## src/hdl/assert_macros.svh

```systemverilog
// Assertion helpers used by transfer_encoding_decoder.sv.
`ifndef ASSERT_MACROS_SVH
`define ASSERT_MACROS_SVH

// Same-cycle implication, disabled while reset is high.
`define ASSERT_IMPLIES(label, clk, rst, ante, cons) \
   label: assert property (@(posedge clk) disable iff (rst) (ante) |-> (cons)) \
      else $error("assertion failed");

// Next-cycle implication, disabled while reset is high.
`define ASSERT_NEXT(label, clk, rst, ante, cons) \
   label: assert property (@(posedge clk) disable iff (rst) (ante) |=> (cons)) \
      else $error("assertion failed");

`endif

```

## src/hdl/tedec_pkg.sv

```systemverilog
package tedec_pkg;

   // Decode mode register.
   localparam int MODE_W = 2;
   typedef logic [MODE_W-1:0] mode_type;

   localparam mode_type MODE_PASS   = 2'd0;
   localparam mode_type MODE_BASE64 = 2'd1;
   localparam mode_type MODE_QP     = 2'd2;

   // Most results one item can cause.
   localparam int MAX_RESULTS = 3;

   typedef struct packed {
      logic [7:0] data_byte;
      logic       final_byte;
   } req_type;

   typedef struct packed {
      logic [7:0] out_byte;
      logic       byte_present;
      logic       run_last;
      logic       data_end;
   } rsp_type;

   // All results of one item, slot 0 first, plus how many are valid.
   typedef struct packed {
      logic [1:0]                  num;
      rsp_type [MAX_RESULTS-1:0]   slot;
   } grp_type;

endpackage

```

## src/hdl/tedec_step.sv

```systemverilog
module tedec_step (
   input  logic               clock,
   input  logic               reset,
   input  logic               accept,
   input  tedec_pkg::req_type item,
   input  tedec_pkg::mode_type mode,
   output tedec_pkg::grp_type grp
);
   import tedec_pkg::*;

   localparam logic [7:0] CHAR_EQ = 8'h3D;
   localparam logic [7:0] CHAR_LF = 8'h0A;

   typedef enum logic [1:0] {
      ESC_IDLE = 2'd0,
      ESC_EQ   = 2'd1,
      ESC_HEX  = 2'd2
   } esc_type;

   // Bit 6 set means the byte is not in the base64 alphabet.
   function automatic logic [6:0] sextet_of(input logic [7:0] c);
      logic [6:0] r;
      r = 7'h40;
      if (c inside {[8'h41:8'h5A]}) r = {1'b0, 6'(c - 8'd65)};
      else if (c inside {[8'h61:8'h7A]}) r = {1'b0, 6'(c - 8'd71)};
      else if (c inside {[8'h30:8'h39]}) r = {1'b0, 6'(c + 8'd4)};
      else if (c == 8'h2B) r = {1'b0, 6'd62};
      else if (c == 8'h2F) r = {1'b0, 6'd63};
      return r;
   endfunction

   // Bit 4 set means the byte is a hex digit.
   function automatic logic [4:0] hex_of(input logic [7:0] c);
      logic [4:0] r;
      r = 5'h00;
      if (c inside {[8'h30:8'h39]}) r = {1'b1, 4'(c - 8'd48)};
      else if (c inside {[8'h61:8'h66]}) r = {1'b1, 4'(c - 8'd87)};
      else if (c inside {[8'h41:8'h46]}) r = {1'b1, 4'(c - 8'd55)};
      return r;
   endfunction

   esc_type     esc_ff, esc_in;
   logic [7:0]  held_ff, held_in;
   logic [11:0] acc_ff, acc_in;
   logic [3:0]  bits_ff, bits_in;

   logic [MAX_RESULTS-1:0][7:0] pbytes;
   logic [1:0]  pn;
   logic [7:0]  c;
   logic        fin;
   logic [6:0]  sx;
   logic [4:0]  hx;
   logic [4:0]  hh;
   logic [11:0] acc_cat;
   logic [3:0]  bits_sum;
   logic [3:0]  sh;
   logic        do_fresh;

   always_comb begin
      c        = item.data_byte;
      fin      = item.final_byte;
      sx       = sextet_of(c);
      hx       = hex_of(c);
      hh       = hex_of(held_ff);
      acc_cat  = {acc_ff[5:0], sx[5:0]};
      bits_sum = bits_ff + 4'd6;
      sh       = bits_sum - 4'd8;
      esc_in   = esc_ff;
      held_in  = held_ff;
      acc_in   = acc_ff;
      bits_in  = bits_ff;
      pbytes   = '0;
      pn       = 2'd0;
      do_fresh = 1'b0;

      case (mode)
         MODE_BASE64: begin
            if (!sx[6]) begin
               acc_in = acc_cat;
               if (bits_sum >= 4'd8) begin
                  pbytes[0] = 8'(acc_cat >> sh);
                  pn        = 2'd1;
                  bits_in   = sh;
               end else begin
                  bits_in = bits_sum;
               end
            end
         end
         MODE_QP: begin
            case (esc_ff)
               ESC_EQ: begin
                  if (c == CHAR_LF) begin
                     esc_in = ESC_IDLE;
                  end else if (hx[4]) begin
                     held_in = c;
                     esc_in  = ESC_HEX;
                  end else begin
                     esc_in    = ESC_IDLE;
                     pbytes[0] = CHAR_EQ;
                     pn        = 2'd1;
                     do_fresh  = 1'b1;
                  end
               end
               ESC_HEX: begin
                  esc_in  = ESC_IDLE;
                  held_in = 8'h00;
                  if (hh[4] && hx[4]) begin
                     pbytes[0] = {hh[3:0], hx[3:0]};
                     pn        = 2'd1;
                  end else begin
                     pbytes[0] = CHAR_EQ;
                     pbytes[1] = held_ff;
                     pn        = 2'd2;
                     do_fresh  = 1'b1;
                  end
               end
               default: begin
                  esc_in   = ESC_IDLE;
                  do_fresh = 1'b1;
               end
            endcase

            if (do_fresh) begin
               if (c == CHAR_EQ) begin
                  esc_in = ESC_EQ;
               end else if (pn != 2'd3) begin
                  pbytes[pn] = c;
                  pn         = pn + 2'd1;
               end
            end

            // An escape still open at the end of data comes out literally.
            if (fin && esc_in != ESC_IDLE) begin
               if (pn != 2'd3) begin
                  pbytes[pn] = CHAR_EQ;
                  pn         = pn + 2'd1;
               end
               if (esc_in == ESC_HEX && pn != 2'd3) begin
                  pbytes[pn] = held_in;
                  pn         = pn + 2'd1;
               end
            end
         end
         default: begin
            pbytes[0] = c;
            pn        = 2'd1;
         end
      endcase

      if (fin) begin
         esc_in  = ESC_IDLE;
         held_in = 8'h00;
         acc_in  = 12'h000;
         bits_in = 4'd0;
      end
   end

   always_comb begin
      grp = '0;
      if (pn == 2'd0) begin
         grp.num = fin ? 2'd1 : 2'd0;
         grp.slot[0].run_last = 1'b1;
         grp.slot[0].data_end = 1'b1;
      end else begin
         grp.num = pn;
         for (int k = 0; k < MAX_RESULTS; k++) begin
            grp.slot[k].out_byte     = pbytes[k];
            grp.slot[k].byte_present = 1'b1;
            grp.slot[k].run_last     = (2'(k) == pn - 2'd1);
            grp.slot[k].data_end     = (2'(k) == pn - 2'd1) && fin;
         end
      end
   end

   always_ff @(posedge clock) begin
      if (reset) begin
         esc_ff  <= ESC_IDLE;
         held_ff <= 8'h00;
         acc_ff  <= 12'h000;
         bits_ff <= 4'd0;
      end else if (accept) begin
         esc_ff  <= esc_in;
         held_ff <= held_in;
         acc_ff  <= acc_in;
         bits_ff <= bits_in;
      end
   end

endmodule

```

## src/hdl/transfer_encoding_decoder.sv

```systemverilog
// The first result of an item is offered in the cycle after the item is accepted.
// One item per cycle while each item causes at most one result and rsp_stall stays low;
// an item that causes n results holds the single result port, and the next item is
// taken only as its last result leaves. Reset is synchronous and active high: the mode
// returns to pass-through, all decode state clears and the result buffer empties.
`include "assert_macros.svh"

module transfer_encoding_decoder (
   input  logic                clock,
   input  logic                reset,
   input  logic                req_valid,
   output logic                req_stall,
   input  tedec_pkg::req_type  req_data,
   output logic                rsp_valid,
   input  logic                rsp_stall,
   output tedec_pkg::rsp_type  rsp_data,
   input  logic                csr_valid,
   output logic                csr_ready,
   input  tedec_pkg::mode_type csr_wdata
);
   import tedec_pkg::*;

   // The mode register. Writes are always taken; the user must write it only while the
   // block is idle, so no item sees a mode change in flight. The block does not enforce this.
   mode_type mode_ff, mode_in;

   // Result buffer: up to three results of one item, slot 0 is the one on
   // offer. rem_ff counts the results still waiting to be taken.
   logic [1:0]                rem_ff, rem_in;
   rsp_type [MAX_RESULTS-1:0] slot_ff, slot_in;

   grp_type grp;
   logic    accept;
   logic    take;

   assign csr_ready = 1'b1;

   assign rsp_valid = (rem_ff != 2'd0);
   assign rsp_data  = slot_ff[0];
   assign take      = rsp_valid && !rsp_stall;

   // A new item is taken when the buffer is empty, or when its last result
   // leaves in this very cycle, so single-result items stream at full rate.
   assign req_stall = !((rem_ff == 2'd0) || (rem_ff == 2'd1 && take));
   assign accept    = req_valid && !req_stall;

   // The decoder computes every result of the item in one pass and updates
   // the base64 and quoted-printable state when the item is accepted.
   tedec_step u_step (
      .clock  (clock),
      .reset  (reset),
      .accept (accept),
      .item   (req_data),
      .mode   (mode_ff),
      .grp    (grp)
   );

   always_comb begin
      mode_in = csr_valid ? csr_wdata : mode_ff;
      rem_in  = rem_ff;
      slot_in = slot_ff;
      if (accept) begin
         // The results of the new item replace the buffer. If a result left
         // in this cycle, it was the last one of the previous item.
         rem_in  = grp.num;
         slot_in = grp.slot;
      end else if (take) begin
         // Move the remaining results one place toward the output.
         rem_in     = rem_ff - 2'd1;
         slot_in[0] = slot_ff[1];
         slot_in[1] = slot_ff[2];
      end
   end

   always_ff @(posedge clock) begin
      if (reset) begin
         mode_ff <= MODE_PASS;
         rem_ff  <= 2'd0;
      end else begin
         mode_ff <= mode_in;
         rem_ff  <= rem_in;
      end
   end

   // The buffered results carry no control meaning on their own.
   always_ff @(posedge clock) begin
      slot_ff <= slot_in;
   end

   // A final item always leaves at least one result behind it.
   `ASSERT_NEXT(a_final_gives_result, clock, reset,
      req_valid && !req_stall && req_data.final_byte, rem_ff != 2'd0)
   // The end of data is always the last result of its item.
   `ASSERT_IMPLIES(a_end_is_last, clock, reset,
      rsp_valid && rsp_data.data_end, rsp_data.run_last)
   // A result that is not the last of its item has a sibling behind it.
   `ASSERT_IMPLIES(a_more_follow, clock, reset,
      rsp_valid && !rsp_data.run_last, rem_ff >= 2'd2)
   // An end marker without data stands alone and closes the data.
   `ASSERT_IMPLIES(a_marker_alone, clock, reset,
      rsp_valid && !rsp_data.byte_present,
      rsp_data.data_end && rem_ff == 2'd1 && rsp_data.out_byte == 8'h00)

endmodule
```

## config.mk

```make
export PLATFORM = sky130hd
export DESIGN_NAME = transfer_encoding_decoder
export DESIGN_NICKNAME = d
export VERILOG_FILES = /design/src/hdl/tedec_pkg.sv /design/src/hdl/tedec_step.sv /design/src/hdl/transfer_encoding_decoder.sv
export VERILOG_INCLUDE_DIRS = /design/src /design/src/hdl
export SDC_FILE = /design/constraint.sdc
export NUM_CORES = 1
export LEC_CHECK = 0
export BUFFER_PORTS_ARGS = -buffer_cell sky130_fd_sc_hd__buf_2
export CAP_MARGIN = 20
export CORE_ASPECT_RATIO = 1.75
export CORE_MARGIN = 2
export CORE_UTILIZATION = 40
export DETAILED_ROUTE_END_ITERATION = 10
export HOLD_SLACK_MARGIN = 0.03
export PLACE_DENSITY_LB_ADDON = 0.05
export SYNTH_ARGS = -nofsm -noshare
export SYNTH_HDL_FRONTEND = slang
export SYNTH_SLANG_ARGS = --single-unit
```

## constraint.sdc

```tcl
create_clock -name clock -period 8.2 [get_ports clock]
set_input_delay 0.82 -clock clock [delete_from_list [all_inputs] [get_ports clock]]
set_output_delay 0.82 -clock clock [all_outputs]
set_load 0.02 [all_outputs]
```

* After elaboration in Yosys (flattened, before gate mapping)
Index checks and enable logic that the tools add are counted. Widths: inputs -> output; s select.
Word-level totals: register bits 57, bits in latches 0, RAM bits 0, ROM bits 0, word-level logic and storage cells 201, memories kept 0
Cells by class: add/sub/neg operators 16, $mul 0, div/mod/pow operators 0, $lt $le $gt $ge 21, eq/ne operators 16, shift operators 1, mux-type cells 91, bitwise logic cells 4, reduce and logical (&&, ||, !) cells 34
Operators with widths (count):
- $mux 24 | 9
- $mux 8 | 17
- $mux 2 | 25
- $bwmux 24 | 2
- $demux 8 s2 | 3
- $le 8x7->1 const B | 6
- $pmux 8 s2 | 3
- $mux 22 | 2
- $mux 7 | 5
- $ge 8x7->1 const B | 4
- $mux 5 | 6
- $eq 8x6->1 const B | 3
- $mux 6 | 4
- $mux 23 | 1
- $logic_and 1x1->1 | 20
- $ge 8x6->1 const B | 2
- $le 8x6->1 const B | 2
- $mux 4 | 4
- $sub 4x3->4 const B | 4
- $or 15x15->15 | 1
- $shr 12x4->8 | 1
- $reduce_bool 2->1 | 5
- $and 9x9->9 | 1
- $lt 2x3->1 const B | 3
- other kinds (27) | 50

* Logic depth before layout (Yosys ltp)
Gate-level depths: netlist of the first run.
word-level depth 29, gate-level depth with buffers 13, depth with buffers taken out 10

* By module
From an unflattened synthesis of the first run, not the netlist that was laid out.
Second synthesis, totals: cells, all modules 561, area, all modules 4584.4 µm²
By module, submodules not included:
- tedec_step | instances 1, cells each 419, area an instance 2989.1 µm²
- transfer_encoding_decoder | instances 1, cells each 142, area an instance 1595.3 µm²

* Worst setup path before layout of the first run
Ideal clock, no wire load.
kind in2reg, start point in req_data[1] (netlist bit), end point reg rsp_data[4] (netlist name), library setup time 153 ps, arrival 3440 ps, data required time 8047 ps, setup slack 4607 ps, stages on the path 13, path buffers 3, path through clkbuf_1 > inv_1 > ha_1 > nor2b_1 > o211a_1 > or3_1 > buf_6 > a311oi_4 > nand2b_2 > buf_6 > or2_0 > a221o_1 > o22ai_1
RTL lines:
- from (decl) | RTL line transfer_encoding_decoder.sv:13 | input tedec_pkg::req_type req_data,

==> run summary, run 1 <==
In this run the clock root is driven by a sky130_fd_sc_hd__clkbuf_16. Summed over all nets, wire length on met2 after detailed routing comes to 7050 µm. The floorplan step defined a die boundary enclosing 12,000 µm². The logs give 1.61 nW for the leakage power summed over all cells and 10,400 µm for the half-perimeter wire length after placement.

The uppermost metal layer occupied by signal nets was met4. The run gives 0.243 mV as the largest voltage drop on the vdd net. The tools report the global route total overflow as 0. For the final database, setup skew stands at 0.00820 ns. The routed design uses 726 µm of met3 wire. For this block, the via count after detailed routing is 4,018.

The logs give 3,920 for the number of global-route vias before repair and 0 for the number of endpoints failing setup at the final stage. The share of the clock period used by the worst path was 46.3%; the count of port buffers added during placement was 28. After the last flow step, the layout net total stands at 552.

Number of warnings issued by yosys: 0. At the end of routability-driven placement, the weighted congestion stood at 0.924. Data on the critical path is required at its endpoint by 8.23 ns.

The final-report hold violation count was 0. After synthesis, the cell types taking the most area are sky130_fd_sc_hd__edfxtp_1 22%, sky130_fd_sc_hd__dfxtp_1 10%, sky130_fd_sc_hd__ha_1 5.6%. Dividing the detail-routed wire length by the instance count gives 21.3 µm. Counting every net in the synthesized netlist gives 553.

For this run, design rule violations remaining after detail routing come to 0. sky130_fd_sc_hd__nor2_1 is the most common cell in the netlist. At the pin with the least slew margin, the transition time is 0.930 ns.

The cell count after synthesis came out at 517. The logs give 5 for the number of optimization iterations in the first detailed-route pass and 237 for the iteration-0 DRC count of the detailed router. The setup path with the least slack is of type in -> reg. The number of buffers created by CTS is 5.

The tools report the number of standard-cell rows in the floorplan as 51. Of the cells placed in the final design, the portion with a size suffix greater than 1 is 14.7%. For this design the ratio of total power to cell area is 198 nW/µm². The total standard cell area after synthesis was 4450 µm²; the total negative slack for setup checks was 0 ns. The run gives 43.0% as the core utilization of the finished layout.

The synthesized design spends more area on one cell type than any other, namely sky130_fd_sc_hd__edfxtp_1. The tools report the unique cell type count in the Yosys netlist as 89. In this run the mean area of a mapped cell was 8.60 µm². The logs give 0.30 ns for the clock latency reported for the late side of the worst-skew pair and 4560 µm² for the post-placement cell area. The region available for standard cell placement spans 11,000 µm².

Setup repair after global routing left no endpoint under its margin. The share of synthesized registers carrying an async set or reset was 0%; the all-layer global routing usage was 23.3%. The total I/O pin count was 30. The count of cells resized by post-cts repair was 0.

For this configuration, the core starts out at a cell density of 40.5%. TritonCTS built the clock tree. Using the TritonRoute via totals, the vias-per-cell ratio works out to 6.19. The die is 144 µm tall.

STA classifies the critical path startpoint as a primary input. Counting along the longest clock path gives a buffer depth of 2. The routed wire length was 13,800 µm; the number of max-slew violations in the final report was 0. The number of clock sinks came out at 56.

Measured against its own limit, the worst slew margin works out to 37.2%. The flow ran to the end, and the final reports show no timing, DRC or antenna violations. The tools report the setup slack after layout as 4.40 ns. In the synthesized netlist the dominant register cell turns out to be sky130_fd_sc_hd__edfxtp_1. The fraction of post-synthesis cell area in the top cell type by area came out at 22.3%.

The first global-routing pass estimated 21,800 µm of wire. Buffers added to address setup during post-CTS repair amount to 0. The tool flagged a number of max-cap violations equal to 0.

The tools report the arrival time of data at the critical path endpoint as 3.83 ns. By count the netlist is led by 63 x sky130_fd_sc_hd__nor2_1, 42 x sky130_fd_sc_hd__nand2_1, 33 x sky130_fd_sc_hd__edfxtp_1. The number of antenna violations at the first check in global routing is 0. The width of the chip came out at 83.7 µm. Counting flops with a built-in enable in the synthesized netlist gives 33. The min-delay analysis places its worst path in the category reg -> reg. Hold repair after CTS inserted 0 buffers. 0 antenna diodes ended up in the layout.

The biggest fanout along the worst timing path is 16. The H-tree was split into 2 levels. Relative to the synthesized area, the layout overhead comes to 6.22%. The wire length on met1 was 5280 µm; the clock transition at the registers of the reported paths was 0.08 ns. Post-route minimum period: 3.80 ns. Synthesis inferred 56 register bits.

Before CTS, the worst setup slack after placement is 4.18 ns. The logs give 33 for the maximum number of pins on one net before global-route repair and 263 MHz for the highest achievable clock rate. The number of nets still failing antenna checks after routing was 0; the post-route standard cell area excluding fillers was 4720 µm². The worst setup path is captured at a flip-flop. For flop-to-flop paths, the worst setup slack is 4.72 ns. For the post-synthesis sequential area ratio, the log shows 32.6%.
-- worst max-delay path: stages --
cell                        delay, ns
sky130_fd_sc_hd__buf_2           0.26
sky130_fd_sc_hd__inv_1           0.17
sky130_fd_sc_hd__ha_1            0.30
sky130_fd_sc_hd__and2b_1         0.23
sky130_fd_sc_hd__o21ai_1         0.15
sky130_fd_sc_hd__a2bb2oi_2       0.40
sky130_fd_sc_hd__o21ai_0         0.16
sky130_fd_sc_hd__nor2_1          0.37
sky130_fd_sc_hd__o2111ai_2       0.27
sky130_fd_sc_hd__o21ai_4         0.54
sky130_fd_sc_hd__o31ai_1         0.16
-- area by class of cell --
cell class	instances	area [µm²]
fillers	1117	6250
multi-input cells	393	2680
clock inverters	3	27.5
flip-flops and latches	56	1450
clock buffers	5	125
inverters	27	101
well taps	132	165
repair buffers	33	178
-- power breakdown --
group	total [W]	switching, W	internal [W]
clock network	0.000226	0.000110	0.000116
logic	0.000299	0.000204	0.0000950
registers	0.000409	0.0000223	0.000386
-- cell families after synthesis --
group	synth area share, %
xor gates and xnor gates	1.77
AOI/OAI and AO/OA	30.0
adders and majority gates	5.63
muxes	1.18
DFF	32.6
and+or+nand+nor	21.3
other	0.0843
buffers and inverters	7.43
-- layer usage --
metal | vias to the layer above | track usage, %
li1 | 1922 | -
met2 | 158 | 42.2
met1 | 1899 | 26.4
met4 | 0 | 12.5
met5 | - | 0
met3 | 39 | 2.70
-- state kept, by name (all words and copies together) (netlist names) --
signal,count
u_step.esc_ff,2
u_step.held_ff,8
u_step.bits_ff,3
u_step.acc_ff,6
mode_ff,2
rsp_data,11
rem_ff,2
slot_ff,22
-- cell usage in the layout (no fill, tap or decap), drive strengths merged, types with 6 or more instances in the layout --
master,n
dfxtp,23
a22oi,16
nor2,64
o21ai,26
nor3,21
nor4,8
a211oi,8
o31ai,11
buf,33
o21a,6
or3,6
nand2b,9
nor2b,7
a221oi,10
nand2,43
ha,20
xnor2,7
inv,28
a31oi,9
edfxtp,33
nand3,9
a21oi,27
-- path summary, 6_finish.rpt --
| check | startpoint | endpoint | cells after the start |
|---|---|---|---|
| setup / recovery | req_data[1] | slot_ff[19]$_DFFE_PP_ | 11 |
| setup reg to reg | u_step.held_ff[0]$_SDFFE_PP0P_ | slot_ff[30]$_SDFFCE_PP0P_ | 9 |
| hold reg to reg | u_step.acc_ff[5]$_SDFFE_PP0P_ | u_step.acc_ff[5]$_SDFFE_PP0P_ | 2 |
| hold / removal | u_step.acc_ff[5]$_SDFFE_PP0P_ | u_step.acc_ff[5]$_SDFFE_PP0P_ | 2 |
-- metrics by stage --
| stage | total power [W] | hold WS, ns | std cells |
|---|---|---|---|
| 3_3_place_gp | 0.000714 | 0.439 | 640 |
| 2_1_floorplan | 0.000650 | 0.429 | 517 |
| 6_report | 0.000934 | 0.468 | 649 |
| 5_1_grt | 0.000989 | 0.495 | 649 |
| 4_1_cts | 0.000944 | 0.465 | 648 |
| 3_5_place_dp | 0.000717 | 0.446 | 640 |
No activity file was read; power rests on OpenSTA's default activity.
==> run 2, diff against run 1 <==
==> constraint.sdc (replaced) <==
create_clock -name clock -period 3.75 [get_ports clock]
set_input_delay 0.375 -clock clock [delete_from_list [all_inputs] [get_ports clock]]
set_output_delay 0.375 -clock clock [all_outputs]
set_load 0.02 [all_outputs]
==> run summary, run 2 (synthesis results as in run 1) <==
The flow ran to the end, and the final reports show no timing, DRC or antenna violations. Biggest fanout along the worst timing path: 9 (-7). The clock transition at the registers of the reported paths is 0.07 ns (about the same).

Half-perimeter wire length after placement: 11,300 µm (+8.5%). The number of flip-flops in the largest register was 22 (unchanged). The run gives 0.975 (+5.5%) as the global placement routability congestion.

For the number of endpoints failing setup at the final stage, the log shows 0 (unchanged). The routed wire length is 14,800 µm (+7.5%). The tools report the final-report hold violation count as 0 (unchanged). Register name with the most flops: slot_ff.

Setup repair after global routing left no endpoint under its margin. The total I/O pin count is 30 (unchanged), and the arrival time of data at the critical path endpoint is 3.40 ns (-0.43 ns). The tools report the maximum count of clock buffers along a single path as 2 (unchanged). The library cell used most frequently in the layout, excluding fill and tap cells, is sky130_fd_sc_hd__nor2_1. The headroom to the max-slew limit was 56.2% (+19 points). The endpoint kind of the worst setup timing path is a flip-flop.

For the number of buffers created by CTS, the log shows 5 (unchanged). The max-cap check violation count was 0 (unchanged). The total negative slack for setup checks was 0 ns (unchanged).

The number of max-slew violations in the final report was 0 (unchanged). For the net total in the final layout, the log shows 568 (+2.9%). For the number of clock sinks, the log shows 56 (unchanged). The power density over the cells works out to 436 nW/µm² (+120%). Number of standard-cell rows in the floorplan: 51 (unchanged). Largest clock skew in the final design: 0.00788 ns (-0.000324 ns).

The clock latency reported for the late side of the worst-skew pair is 0.30 ns (about the same). TritonCTS built the clock tree. The logs give 0 (unchanged) for the number of buffers added to fix hold violations after cts and 0 (unchanged) for the number of antenna violations at the first check in global routing.

Counting I/O delays and the setup requirement, the final critical path takes 3.37 ns. Path class of the lowest-slack min-delay path: in -> reg. The width of the chip is 83.7 µm (unchanged). The area of the placeable core was 11,000 µm² (unchanged); the highest achievable clock rate was 297 MHz. The number of post-CTS setup repair buffers is 0 (unchanged). The layout cell share with drive strength beyond 1 works out to 16.9% (+2.2 points). Number of design rule violations left after detail routing: 0 (unchanged). Of the available clock period, the critical path in the final layout requires 89.8%. The global route total overflow was 0 (unchanged).

The setup slack after layout is 0.384 ns (-4.02 ns). The largest voltage drop on the vdd net is 0.295 mV (+21%). The number of global-route vias before repair came out at 4,111 (+4.9%). For the leakage power summed over all cells, the log shows 1.70 nW (+5.5%). The count of fill cells added during filler insertion was 1,149 (+2.9%); the core utilization of the finished layout was 44.2% (+1.2 points). For the worst endpoint required time, the log shows 3.78 ns (-4.45 ns).

The average wire length per cell after detail routing was 22.3 µm (+4.9%). The pre-CTS setup slack was 0.0877 ns (-4.09 ns); the global-route wire length before repair was 23,200 µm (+6.1%). The all-layer global routing usage is 24.9% (+1.7 points), and the number of antenna repair diodes is 0 (unchanged). For the iteration-0 DRC count of the detailed router, the log shows 256 (+8.0%).

The layout overhead on the synthesized area was 9.11%. CTS placed an instance of sky130_fd_sc_hd__clkbuf_16 at the clock tree root. Vias after detailed routing: 4,174 (+3.9%). The average via count per standard cell works out to 6.28 (+1.4%). The level count of the clock H-tree is 2 (unchanged). The startpoint type of the worst setup path is a primary input.

The library cells used most frequently in the layout, excluding fill and tap cells, are 63 x sky130_fd_sc_hd__nor2_1, 42 x sky130_fd_sc_hd__nand2_1, 33 x sky130_fd_sc_hd__edfxtp_1, 28 x sky130_fd_sc_hd__buf_2, 27 x sky130_fd_sc_hd__a21oi_1. The number of nets still failing antenna checks after routing was 0 (unchanged); the count of port buffers added during placement was 28 (unchanged). The run gives 40.5% (unchanged) as the initial cell density of the core. For the maximum number of pins on one net before global-route repair, the log shows 32 (-3.0%).

The measured slew at the worst slew-check pin is 0.655 ns (-0.275 ns), and the area enclosed by the die boundary is 12,000 µm² (unchanged). The overall die height is 144 µm (unchanged), and the count of cells resized by post-cts repair is 0 (unchanged). The number of optimization iterations in the first detailed-route pass came out at 5 (unchanged). The critical path in this run is classified as in -> reg.
[run 2: worst paths after layout]
kind / to / cells after the start / slack, ns / start
worst max-delay path: rsp_data[8]$_DFFE_PP_ / 11 / 0.38 / req_data[3]
worst min-delay path: mode_ff[0]$_SDFFE_PP0P_ / 3 / 0.32 / csr_wdata[0]
worst max register to register: rsp_data[8]$_DFFE_PP_ / 10 / 0.42 / u_step.held_ff[0]$_SDFFE_PP0P_
worst min register to register: u_step.acc_ff[5]$_SDFFE_PP0P_ / 2 / 0.46 / u_step.acc_ff[5]$_SDFFE_PP0P_
[run 2: final cells by class]
type	count	area [µm²]	share of cell area (%)
inverter	27	101	2.09
tap	132	165	3.40
clock buffer	6	129	2.66
sequential	56	1450	29.9
multi-input combinational	393	2670	55.0
timing repair buffer	49	298	6.14
clock inverter	2	38.8	0.799
[run 2: per-stage QoR]
| stage | power [W] | instance area (µm²) | instances | hold slack, ns |
|---|---|---|---|---|
| floorplan | 0.00142 | 4450 | 517 | 0.429 |
| global placement | 0.00158 | 4690 | 657 | 0.448 |
| detailed placement | 0.00158 | 4690 | 657 | 0.452 |
| CTS | 0.00215 | 4850 | 665 | 0.311 |
| global route | 0.00223 | 4850 | 665 | 0.369 |
| finish | 0.00212 | 4850 | 665 | 0.315 |
[run 2: per-layer routing]
layer	GRT usage (%)	share of wire, %
met1	26.6	36
met2	44.8	51
met3	2.87	4.5
met4	18.6	8.2
met5	0	0
[run 2: worst max-delay path, cell delays in order]
cell and delay [ns]:
sky130_fd_sc_hd__buf_2 0.15, sky130_fd_sc_hd__inv_1 0.17, sky130_fd_sc_hd__ha_1 0.29, sky130_fd_sc_hd__and2b_1 0.19, sky130_fd_sc_hd__o21ai_1 0.16, sky130_fd_sc_hd__a2bb2oi_2 0.43
sky130_fd_sc_hd__o21ai_1 0.23, sky130_fd_sc_hd__a41oi_1 0.53, sky130_fd_sc_hd__nor2_1 0.18, sky130_fd_sc_hd__a2111oi_0 0.53, sky130_fd_sc_hd__o21ai_0 0.15
[run 2: where the power goes]
| group | leakage [nW] | internal, W | total, W | switching (W) |
|---|---|---|---|---|
| Clock | 0.0815 | 0.000319 | 0.000554 | 0.000235 |
| Combinational | 1.10 | 0.000215 | 0.000672 | 0.000457 |
| Sequential | 0.510 | 0.000845 | 0.000892 | 0.0000476 |
